<file path="src/hw/rtl/tile_background_window_pixel_fetch_core_assert.svh">
// assertion macros shared by the tile fetch rtl
`ifndef TILE_BACKGROUND_WINDOW_PIXEL_FETCH_CORE_ASSERT_SVH
`define TILE_BACKGROUND_WINDOW_PIXEL_FETCH_CORE_ASSERT_SVH
`ifndef SYNTHESIS
// checked while out of reset
`define TBWF_ASSERT(lbl, clk, rst_n, prop) \
  lbl: assert property (@(posedge clk) disable iff (!rst_n) prop) \
    else $error("tbwf assertion failed");
// checked at every edge, reset included
`define TBWF_ASSERT_ALWAYS(lbl, clk, prop) \
  lbl: assert property (@(posedge clk) prop) \
    else $error("tbwf assertion failed");
`else
`define TBWF_ASSERT(lbl, clk, rst_n, prop)
`define TBWF_ASSERT_ALWAYS(lbl, clk, prop)
`endif
`endif

</file>
<file path="src/hw/rtl/tbwf_pkg.sv">
// types and constants of the tile background/window pixel fetcher
`default_nettype none
package tbwf_pkg;

  typedef enum logic [1:0] {
    CMD_RENDER     = 2'd0,
    CMD_TILE_INDEX = 2'd1,
    CMD_ATTRIBUTE  = 2'd2,
    CMD_TILE_DATA  = 2'd3
  } cmd_t;

  localparam int CfgIndexW = 3;
  localparam logic [CfgIndexW-1:0] CFG_LCD_CONTROL = 3'd0;
  localparam logic [CfgIndexW-1:0] CFG_SCROLL_X    = 3'd1;
  localparam logic [CfgIndexW-1:0] CFG_SCROLL_Y    = 3'd2;
  localparam logic [CfgIndexW-1:0] CFG_WINDOW_X    = 3'd3;
  localparam logic [CfgIndexW-1:0] CFG_WINDOW_Y    = 3'd4;

  // lcd control bits
  localparam int LcdcBgMapBit    = 3;
  localparam int LcdcUnsignedBit = 4;
  localparam int LcdcWinEnBit    = 5;
  localparam int LcdcWinMapBit   = 6;

  // attribute bits
  localparam int AttrBankBit  = 3;
  localparam int AttrHflipBit = 5;
  localparam int AttrVflipBit = 6;
  localparam int AttrPrioBit  = 7;

  localparam int MapSide       = 32;
  localparam int MapEntries    = MapSide * MapSide;
  localparam int MapAddrW      = 11;   // two maps of 32x32
  localparam int PatBankBytes  = 6144;
  localparam int PatBankWords  = PatBankBytes / 2;
  localparam int PatAddrW      = 13;   // two banks of 16-bit words
  localparam int PatBaseW      = 12;
  localparam logic [PatBaseW-1:0] SignedBaseWord = 12'h400;  // byte 0x800
  localparam logic [7:0] WinXMax    = 8'd166;
  localparam logic [8:0] WinXOffset = 9'd7;
  localparam logic [7:0] TileFlip   = 8'h80;

  typedef struct packed {
    logic [7:0] lcd_control;
    logic [7:0] scroll_x;
    logic [7:0] scroll_y;
    logic [7:0] window_x;
    logic [7:0] window_y;
  } cfg_regs_t;

  typedef struct packed {
    logic                win;
    logic [MapAddrW-1:0] map_addr;
    logic [2:0]          fine_col;
    logic [2:0]          fine_row;
  } loc_t;

endpackage
`default_nettype wire

</file>
<file path="src/hw/rtl/tbwf_layer_sel.sv">
// window/background choice and map entry address for one pixel
`default_nettype none
module tbwf_layer_sel (
  input  wire logic [7:0]          pixel_x,
  input  wire logic [7:0]          line,
  input  wire tbwf_pkg::cfg_regs_t cfg,
  output tbwf_pkg::loc_t           loc
);

  logic [8:0] px_ext;
  logic       win;
  logic       map_sel;
  logic [7:0] col;
  logic [7:0] row;

  always_comb begin
    px_ext = {1'b0, pixel_x} + tbwf_pkg::WinXOffset;
    win = cfg.lcd_control[tbwf_pkg::LcdcWinEnBit] &&
          (line >= cfg.window_y) &&
          (cfg.window_x <= tbwf_pkg::WinXMax) &&
          (px_ext >= {1'b0, cfg.window_x});
    if (win) begin
      map_sel = cfg.lcd_control[tbwf_pkg::LcdcWinMapBit];
      col     = 8'(px_ext - {1'b0, cfg.window_x});
      row     = line - cfg.window_y;
    end else begin
      map_sel = cfg.lcd_control[tbwf_pkg::LcdcBgMapBit];
      col     = pixel_x + cfg.scroll_x;
      row     = line + cfg.scroll_y;
    end
    loc.win      = win;
    loc.map_addr = {map_sel, row[7:3], col[7:3]};
    loc.fine_col = col[2:0];
    loc.fine_row = row[2:0];
  end

endmodule
`default_nettype wire

</file>
<file path="config.mk">
export PLATFORM = sky130hd
export DESIGN_NAME = tbwf_layer_sel
export DESIGN_NICKNAME = d
export VERILOG_FILES = /design/src/hw/rtl/tile_background_window_pixel_fetch_core_assert.svh /design/src/hw/rtl/tbwf_pkg.sv /design/src/hw/rtl/tbwf_layer_sel.sv
export SDC_FILE = /design/constraint.sdc
export NUM_CORES = 1
export LEC_CHECK = 0
export BUFFER_PORTS_ARGS = -buffer_cell sky130_fd_sc_hd__buf_2
export CELL_PAD_IN_SITES_DETAIL_PLACEMENT = 1
export CELL_PAD_IN_SITES_GLOBAL_PLACEMENT = 2
export CORE_ASPECT_RATIO = 0.75
export CORE_UTILIZATION = 24
export DETAILED_ROUTE_END_ITERATION = 10
export PLACE_DENSITY_LB_ADDON = 0.1
export SLEW_MARGIN = 20
export SYNTH_ARGS = -nofsm -noshare
export SYNTH_HDL_FRONTEND = slang
export SYNTH_SLANG_ARGS = --single-unit
</file>
<file path="constraint.sdc">
create_clock -name vclk -period 2.8
set_clock_uncertainty 0.1 [all_clocks]
set_input_delay 0.28 -clock vclk [all_inputs]
set_output_delay 0.28 -clock vclk [all_outputs]
set_load 0.01 [all_outputs]
</file>
==> metrics.md, run 1 <==
| Metric | Value |
|---|---|
| Status | complete, but fails checks |
| Violated checks | setup timing |
| Unrepaired setup endpoints after global routing | true |
| Max-cap violations | 0 |
| Initial DRC count | 31 |
| Tcrit/Tclk final | 109.9% |
| Ports | 74 |
| Largest family of logic cells by synthesized area | adder cells |
| Fillers | 816 |
| Syn Nets | 316 |
| Crit Path Class | in -> out |
| Relative slew slack | 71.05% |
| Crit path launch type | input port |
| Final Non-Filler Cells | 413 |
| Num sequential | 0 |
| Total GRT Usage | 15.29% |
| Post-synthesis simple-gate area fraction | 15.80% |
| Avg WL per Cell | 13.27 µm |
| Slowest Stage Delay on Critical Path | 0.44 ns |
| Syn Inst Count | 225 |
| Cell area power density | 243.4 mW/mm² |
| Post-route cell area | 0.002532 mm² |
| Fin. Hold Viols | 0 |
| Mux contribution to synthesized area | 4.908% |
| Via count | 1925 |
| Routed Wire Length | 5480 µm |
| Dpl cell area | 0.002293 mm² |
| Gp weighted congestion | 0.7413 |
| Initial DRT Pass Iterations | 4 |
| Worst VDD drop | 0.09933 mV |
| Crit path time final | 3.078 ns |
| Area grow syn2layout | 55.21% |
| FP Rows | 25 |
| Cell family with most CP delay | compound AO/OA/AOI/OAI gates |
| FMAX | 0.3249 GHz |
| # placed instances | 401 |
| Slowest cell on crit path | a221o_2 |
| # setup viols final | 18 |
| Routed vias/inst | 4.661 |
| Pin count of the biggest net entering global routing | 13 |
| Die height | 73.41 µm |
| Syn_area_per_cell | 7.251 µm² |
| Crit path required time | 2.42 ns |
| Nets | 425 |
| Sequential area share after synthesis | 0% |
| DR DRC count | 0 |
| Final WS setup | -0.2781 ns |
| Leakage Power | 1.338 nW |
| Slew @ Worst Pin | 0.4297 ns |
| Final max-slew violation count | 0 |
| Initial antenna violation count | 0 |
| Core box area | 0.006444 mm² |
| GR Layer Usage met2 | 25.20% |
| Mapped cell area | 0.001632 mm² |
| Antenna Cells | 0 |
| PortBufs | 69 |
| Final ANT Viol Nets | 0 |
| Global routing usage on met3 | 0.6660% |
| YS warnings | 0 |
| Xor-xnor portion of the synthesized cell area | 15.03% |
| Crit-path cells | buf_8 -> inv_6 -> ha_4 -> inv_2 -> o2111a_1 -> xor2_1 -> ha_1 -> and3_4 -> o211ai_1 -> a221o_2 -> buf_6 -> buf_16 -> mux2i_1 -> buf_2 |
| Netlist cell types | 39 |
| Worst Path Max Fanout | 6 |
| Nature of the critical path endpoint | primary output |
| Synth Area in Adders | 28.68% |
| Met1 Use GR | 23.32% |
| Placed wire-length estimate | 4523 µm |
| Storage cell area | 0 µm² |
| Clock buffer count | 0 |
| Vias in the first global route | 1871 |
| Die footprint | 0.007135 mm² |
| Util after Layout | 39.30% |
| Hold_buf cts | 0 |
| Layout cells sized above 1 | 41.27% |
| Initial Utilization | 25.32% |
| Top Usage Layer GRT | met2 |
| Post-synthesis compound-gate area fraction | 24.77% |
| First-pass GRT wire length | 8921 µm |
| Total chip power | 0.0006164 W |
| GRT overflow | 0 |
| Critical Path AT | 2.70 ns |
| Multi-input gate area | 0.001535 mm² |
| DIE WIDTH | 97.21 µm |
| Hold WC Path Type | in -> out |
| CP bufs+invs | 6 |
## cell usage after synthesis, types with 4 or more instances
cell type | count | area [µm²]
xnor2_1 | 18 | 157.7
a21boi_0 | 4 | 30.03
o21ai_0 | 13 | 65.06
nor2b_1 | 5 | 31.28
fa_1 | 4 | 80.08
nand2_1 | 11 | 41.29
o21ai_1 | 6 | 30.03
ha_1 | 31 | 387.9
nor2_1 | 16 | 60.06
inv_1 | 34 | 127.6
mux2i_1 | 5 | 50.05
nand3_1 | 5 | 25.02
nand2b_1 | 5 | 31.28
xor2_1 | 10 | 87.58
a21oi_1 | 17 | 85.08
## cell families (layout without fill, tap and decap cells)
family | count (synthesis) | in the layout
AOI/OAI and AO/OA | 63 | 63
and+or+nand+nor | 53 | 53
buffers and inverters | 39 | 146
adders and majority gates | 35 | 35
xor gates and xnor gates | 28 | 28
muxes | 7 | 7
## what timing repair did
item                                    CTS  global route
setup buffers                             5             5
pin swaps                                 4             2
gates resized for setup                  23            10
endpoints found under the setup margin   18            18
gates cloned                              2             0
hold endpoints to repair                  0             0
## final timing paths
kind                   start       to  cells after the start
setup / recovery  pixel_x[1]   loc[8]                     14
hold / removal       cfg[38]  loc[16]                      3
## power by group
group	total (W)	switching, W	internal (W)
Combinational	0.000616	0.000299	0.000318
Clock	0	0	0
Sequential	0	0	0
## metrics by stage
stage | TNS (ns) | setup WS [ns] | hold slack (ns)
finish | -4.180 | -0.2781 | 0.7550
global route | -6.062 | -0.3839 | 0.7678
CTS | -3.991 | -0.2643 | 0.7569
detailed placement | -4.683 | -0.3396 | 0.7715
global placement | -3.450 | -0.2812 | 0.7689
floorplan | 0 | 0.01101 | 0.6686
## placed cells by master (no fill, tap or decap), types with 6 or more instances in the layout
master	instances
xor2_1	10
nor2_1	16
buf_2	65
buf_4	37
buf_6	6
ha_1	30
xnor2_1	18
a21oi_1	12
o21ai_0	13
nand2_1	8
inv_1	30
## per-layer routing
metal,vias up,share of wire [%]
met5,-,0
met4,0,0
met3,0,3.7
met2,42,41
met1,870,55
li1,1013,-
## tightest hold or removal path, stage by stage
cell	delay (ns)
buf_2	0.07
mux2_4	0.13
buf_6	0.09
## layout make-up
cell class | instances | area share [%]
well taps | 81 | 4.002
inverters | 34 | 5.336
repair buffers | 112 | 30.04
multi-input cells | 186 | 60.62
(Power assumes the default switching activity.)
==> inputs of run 2 (changes only) <==
Settings changed: BUFFER_PORTS_ARGS -buffer_cell sky130_fd_sc_hd__buf_2 to -buffer_cell sky130_fd_sc_hd__clkbuf_2.
==> metrics.md, run 2 (synthesis gave the netlist of run 1 again) <==
| Metric | Value |
|---|---|
| Placed wire-length estimate | 4631 µm (+2.4%) |
| Fillers | 835 (+2.3%) |
| Initial DRT Pass Iterations | 4 (unchanged) |
| Status | complete, but fails checks |
| Setup TNS | -6.004 ns (-1.824 ns) |
| Die footprint | 0.007135 mm² (unchanged) |
| PortBufs | 69 (unchanged) |
| Critical Path AT | 2.80 ns (+0.10 ns) |
| Nets | 422 (-0.71%) |
| Leading cell type in the layout, fill and taps excluded | clkbuf_2 |
| Most frequent cells in the layout | clkbuf_2 (56), buf_4 (34), inv_1 (30), ha_1 (30), xnor2_1 (18) |
| Cell area power density | 241.2 mW/mm² (-0.89%) |
| Clock buffer count | 0 (unchanged) |
| Crit path required time | 2.42 ns (about the same) |
| Slew @ Worst Pin | 0.4293 ns (-0.0003499 ns) |
| Crit path launch type | input port |
| Final WS setup | -0.3824 ns (-0.1044 ns) |
| Hold WC Path Type | in -> out |
| Max-cap violations | 0 (unchanged) |
| Cells on Worst Hold Path | 3 (unchanged) |
| Routed vias/inst | 4.605 (-1.2%) |
| Storage cell area | 0 µm² (unchanged) |
| DR DRC count | 0 (unchanged) |
| FP Rows | 25 (unchanged) |
| Total chip power | 0.0006158 W (-0.11%) |
| Slowest Stage Delay on Critical Path | 0.42 ns (-0.02 ns) |
| Initial antenna violation count | 0 (unchanged) |
| Worst Path Max Fanout | 5 (-1) |
| Die height | 73.41 µm (unchanged) |
| Tcrit/Tclk final | 113.7% (+3.7 points) |
| Nature of the critical path endpoint | primary output |
| Post-route cell area | 0.002552 mm² (+0.79%) |
| Antenna Cells | 0 (unchanged) |
| Avg WL per Cell | 13.14 µm (-0.94%) |
| Worst VDD drop | 0.08817 mV (-11%) |
| Ports | 74 (unchanged) |
| Worst Hold End | loc[16] |
| Crit-path cells | buf_8 -> inv_4 -> ha_4 -> inv_2 -> o2111a_1 -> xor2_1 -> ha_1 -> buf_4 -> and3_1 -> o211ai_1 -> a221o_2 -> buf_12 -> mux2_4 -> clkbuf_2 |
| GRT overflow | 0 (unchanged) |
| Core box area | 0.006444 mm² (unchanged) |
| Worst Min Path Start | cfg[38] |
| Final max-slew violation count | 0 (unchanged) |
| Slowest cell on crit path | a221o_2 |
| Dpl cell area | 0.002306 mm² (+0.55%) |
| Crit Path Class | in -> out |
| Leakage Power | 1.349 nW (+0.81%) |
| Num sequential | 0 (unchanged) |
| Unrepaired setup endpoints after global routing | true |
| Layout cells sized above 1 | 41.03% (-0.23 points) |
| Relative slew slack | 71.00% (about the same) |
| Util after Layout | 39.61% (+0.31 points) |
| FMAX | 0.3142 GHz (-3.3%) |
| Total GRT Usage | 15.76% (+0.47 points) |
| First-pass GRT wire length | 9321 µm (+4.5%) |
| DIE WIDTH | 97.21 µm (unchanged) |
| Via count | 1888 (-1.9%) |
| Final ANT Viol Nets | 0 (unchanged) |
| Routed Wire Length | 5389 µm (-1.7%) |
| Hold_buf cts | 0 (unchanged) |
| Initial Utilization | 25.32% (unchanged) |
| Gp weighted congestion | 0.7587 (+2.3%) |
| Pin count of the biggest net entering global routing | 11 (-2) |
| Initial DRC count | 29 (-6.5%) |
| Fin. Hold Viols | 0 (unchanged) |
| Area grow syn2layout | 56.44% |
| Dpl ws | -0.3988 ns (-0.05921 ns) |
| Crit path time final | 3.182 ns (+0.1044 ns) |
| Violated checks | setup timing |
| # setup viols final | 18 (unchanged) |
| Vias in the first global route | 1959 (+4.7%) |
==> run 2: changes by cell type in the layout (fill, tap and decap cells not counted), moves of 3 or more <==
cell / change
buf_6: -3
buf_4: -3
clkbuf_2: +56
buf_2: -55
==> run 2: metrics by stage <==
| stage | hold slack [ns] | std cells |
|---|---|---|
| after floorplan | 0.6686 | 225 |
| after global placement | 0.7743 | 401 |
| after detailed placement | 0.7898 | 401 |
| after CTS | 0.7902 | 409 |
| after global routing | 0.7937 | 410 |
| final | 0.7843 | 410 |
==> run 2: layout make-up <==
cell class	instances	area, µm²	share of cell area [%]
inverters	34	140.1	5.490
repair buffers	109	744.5	29.17
well taps	81	101.3	3.971
multi-input cells	186	1567	61.37
==> run 2: power by group <==
part           leakage (nW)  internal (W)  switching, W
clock network             0             0             0
registers                 0             0             0
logic                  1.35      0.000313      0.000303
total                  1.35      0.000313      0.000303
==> run 2: worst max-delay path: cells and delay by family <==
family / cells / cell delay (ns)
AO/OA/AOI/OAI: 3 / 0.78
buffers and inverters: 6 / 0.61
adder cells (fa/ha/maj): 2 / 0.48
multiplexers: 1 / 0.30
XOR/XNOR: 1 / 0.17
AND/OR/NAND/NOR: 1 / 0.16
==> run 2: how the worst max path moves through the flow <==
| stage | depth (start not counted) | startpoint | end | slack (ns) |
|---|---|---|---|---|
| floorplan | 13 | pixel_x[1] | loc[16] | 0.01 |
| global placement | 14 | pixel_x[1] | loc[14] | -0.31 |
| detailed placement | 15 | pixel_x[1] | loc[6] | -0.40 |
| CTS | 15 | pixel_x[1] | loc[13] | -0.32 |
| global route | 15 | pixel_x[0] | loc[13] | -0.53 |
| finish | 14 | pixel_x[0] | loc[9] | -0.38 |
==> run 2: timing repair <==
item | 4_1_cts | 5_1_grt
gates resized for setup | 24 | 26
hold endpoints to repair | 0 | 0
pin swaps | 6 | 7
setup buffers | 5 | 2
setup endpoints to repair | 18 | 18
gates cloned | 3 | 0
==> run 2: metal layers <==
metal	up-vias	track usage, %	share of wire, %
met5	-	0	0
met4	0	0.1658	0
met3	0	1.047	4.6
met2	42	25.27	41
met1	843	24.28	54
li1	1003	-	-
==> inputs of run 3 (changes only) <==
Clock period 2.8 ns to 2.7 ns, I/O delays scaled along.
==> metrics.md, run 3 (synthesis gave the netlist of run 1 again) <==
| Metric | Value |
|---|---|
| DIE WIDTH | 97.21 µm (unchanged) |
| # setup viols final | 18 (unchanged) |
| Critical Path Stages | 14 (unchanged) |
| Tcrit/Tclk final | 114.9% |
| Die footprint | 0.007135 mm² (unchanged) |
| Worst VDD drop | 0.08111 mV (-8.0%) |
| Clock buffer count | 0 (unchanged) |
| FMAX | 0.3224 GHz |
| Crit Path Class | in -> out |
| Final WS setup | -0.4018 ns (-0.01932 ns) |
| Leading cell type in the layout, fill and taps excluded | clkbuf_2 |
| Slew @ Worst Pin | 0.4484 ns (+0.01906 ns) |
| Hold_buf cts | 0 (unchanged) |
| Worst Path Max Fanout | 11 (+6) |
| Layout cells sized above 1 | 39.46% (-1.6 points) |
| Die height | 73.41 µm (unchanged) |
| Relative slew slack | 69.84% (-1.2 points) |
| Total chip power | 0.0006325 W (+2.7%) |
| Nature of the critical path endpoint | primary output |
| Crit path launch type | input port |
| Routed Wire Length | 5241 µm (-2.7%) |
| PortBufs | 69 (unchanged) |
| Crit path required time | 2.33 ns (-0.09 ns) |
| Critical Path AT | 2.73 ns (-0.07 ns) |
| Ports | 74 (unchanged) |
| Antenna Cells | 0 (unchanged) |
| Util after Layout | 39.01% (-0.60 points) |
| DR DRC count | 0 (unchanged) |
| CP startpoint | pixel_x[1] |
| Total GRT Usage | 14.69% (-1.1 points) |
| Initial DRC count | 28 (-3.4%) |
| Most frequent cells in the layout | clkbuf_2 (53), buf_4 (39), inv_1 (31), ha_1 (30), xnor2_1 (18) |
| Unrepaired setup endpoints after global routing | true |
| Pin count of the biggest net entering global routing | 12 (+1) |
| Gp weighted congestion | 0.7663 (+1.0%) |
| Slowest cell on crit path | ha_1 |
| Violated checks | setup timing |
| Final max-slew violation count | 0 (unchanged) |
| Global routing usage on met3 | 0.3806% (-0.67 points) |
| Via count | 1880 (-0.42%) |
| Final Non-Filler Cells | 413 (+0.73%) |
| Crit path time final | 3.102 ns |
| Initial antenna violation count | 0 (unchanged) |
| Final ANT Viol Nets | 0 (unchanged) |
| Routed vias/inst | 4.552 (-1.1%) |
| Vias in the first global route | 1895 (-3.3%) |
| Leakage Power | 1.339 nW (-0.70%) |
| Met1 Use GR | 23.34% (-0.94 points) |
| GRT overflow | 0 (unchanged) |
| First-pass GRT wire length | 8721 µm (-6.4%) |
| Storage cell area | 0 µm² (unchanged) |
| Crit-path cells | clkbuf_16 -> inv_16 -> ha_4 -> inv_2 -> o2111a_1 -> xor2_1 -> ha_1 -> a21oi_2 -> a21boi_1 -> a311oi_1 -> a221o_1 -> buf_8 -> mux2_4 -> clkbuf_2 |
| Avg WL per Cell | 12.69 µm (-3.5%) |
| Max-cap violations | 0 (unchanged) |
| Cell family with most CP delay | compound AO/OA/AOI/OAI gates |
| Core box area | 0.006444 mm² (unchanged) |
| Placed wire-length estimate | 4625 µm (-0.12%) |
| Slowest Stage Delay on Critical Path | 0.36 ns (-0.06 ns) |
| Status | complete, but fails checks |
| Fillers | 834 (-0.12%) |
| Num sequential | 0 (unchanged) |
| GR Layer Usage met2 | 23.16% (-2.1 points) |
| Area grow syn2layout | 54.06% |
| Cell area power density | 251.6 mW/mm² (+4.3%) |
| Dpl ws | -0.5643 ns (-0.1655 ns) |
| Initial DRT Pass Iterations | 4 (unchanged) |
| Hold WC Path Type | in -> out |
| Fin. Hold Viols | 0 (unchanged) |
| Nets | 425 (+0.71%) |
| Top Usage Layer GRT | met1 |
| Hold_ws | 0.7545 ns (-0.02978 ns) |
| CP bufs+invs | 5 (-1) |
| Initial Utilization | 25.32% (unchanged) |
| # placed instances | 401 (unchanged) |
| FP Rows | 25 (unchanged) |
| Crit path to | loc[16] |
==> run 3: cell types whose count changed in the layout (fill, tap and decap cells not counted), sizes merged <==
cell	delta
buf	+4
clkbuf	-1
==> run 3: final cells by class <==
type / instances / area (µm²) / share of cell area, %
Inverter: 34 / 146.4 / 5.824
Tap cell: 81 / 101.3 / 4.032
Timing Repair Buffer: 112 / 733.2 / 29.17
Multi-Input combinational cell: 186 / 1533 / 60.98
==> run 3: per-stage QoR <==
| step | instance area [µm²] | setup TNS, ns |
|---|---|---|
| after floorplan | 1705 | -0.1436 |
| after global placement | 2345 | -6.780 |
| after detailed placement | 2345 | -8.503 |
| after CTS | 2482 | -7.008 |
| after global routing | 2514 | -9.213 |
| final | 2514 | -6.231 |
==> run 3: worst min path at each step <==
stage | cells past startpoint | endpoint | start | slack, ns
floorplan | 2 | loc[16] | cfg[35] | 0.65
global placement | 3 | loc[16] | cfg[35] | 0.76
detailed placement | 3 | loc[16] | cfg[35] | 0.76
CTS | 3 | loc[16] | cfg[35] | 0.76
global route | 3 | loc[16] | cfg[38] | 0.77
finish | 3 | loc[16] | cfg[35] | 0.75
==> run 3: layer usage <==
layer | wire length, µm | up-vias
li1 | - | 1007
met1 | 2938 | 833
met2 | 2158 | 40
met3 | 145 | 0
met4 | 0 | 0
met5 | 0 | -
==> run 3: power breakdown <==
part           switching (W)  internal [W]  total (W)
registers                  0             0          0
clock network              0             0          0
logic               0.000308      0.000325   0.000632
==> run 3: timing repair <==
action | in CTS | in global routing
endpoints found under the setup margin | 18 | 18
resized for setup | 8 | 18
gates cloned | 0 | 0
pin swaps | 9 | 5
buffers inserted | 11 | 1
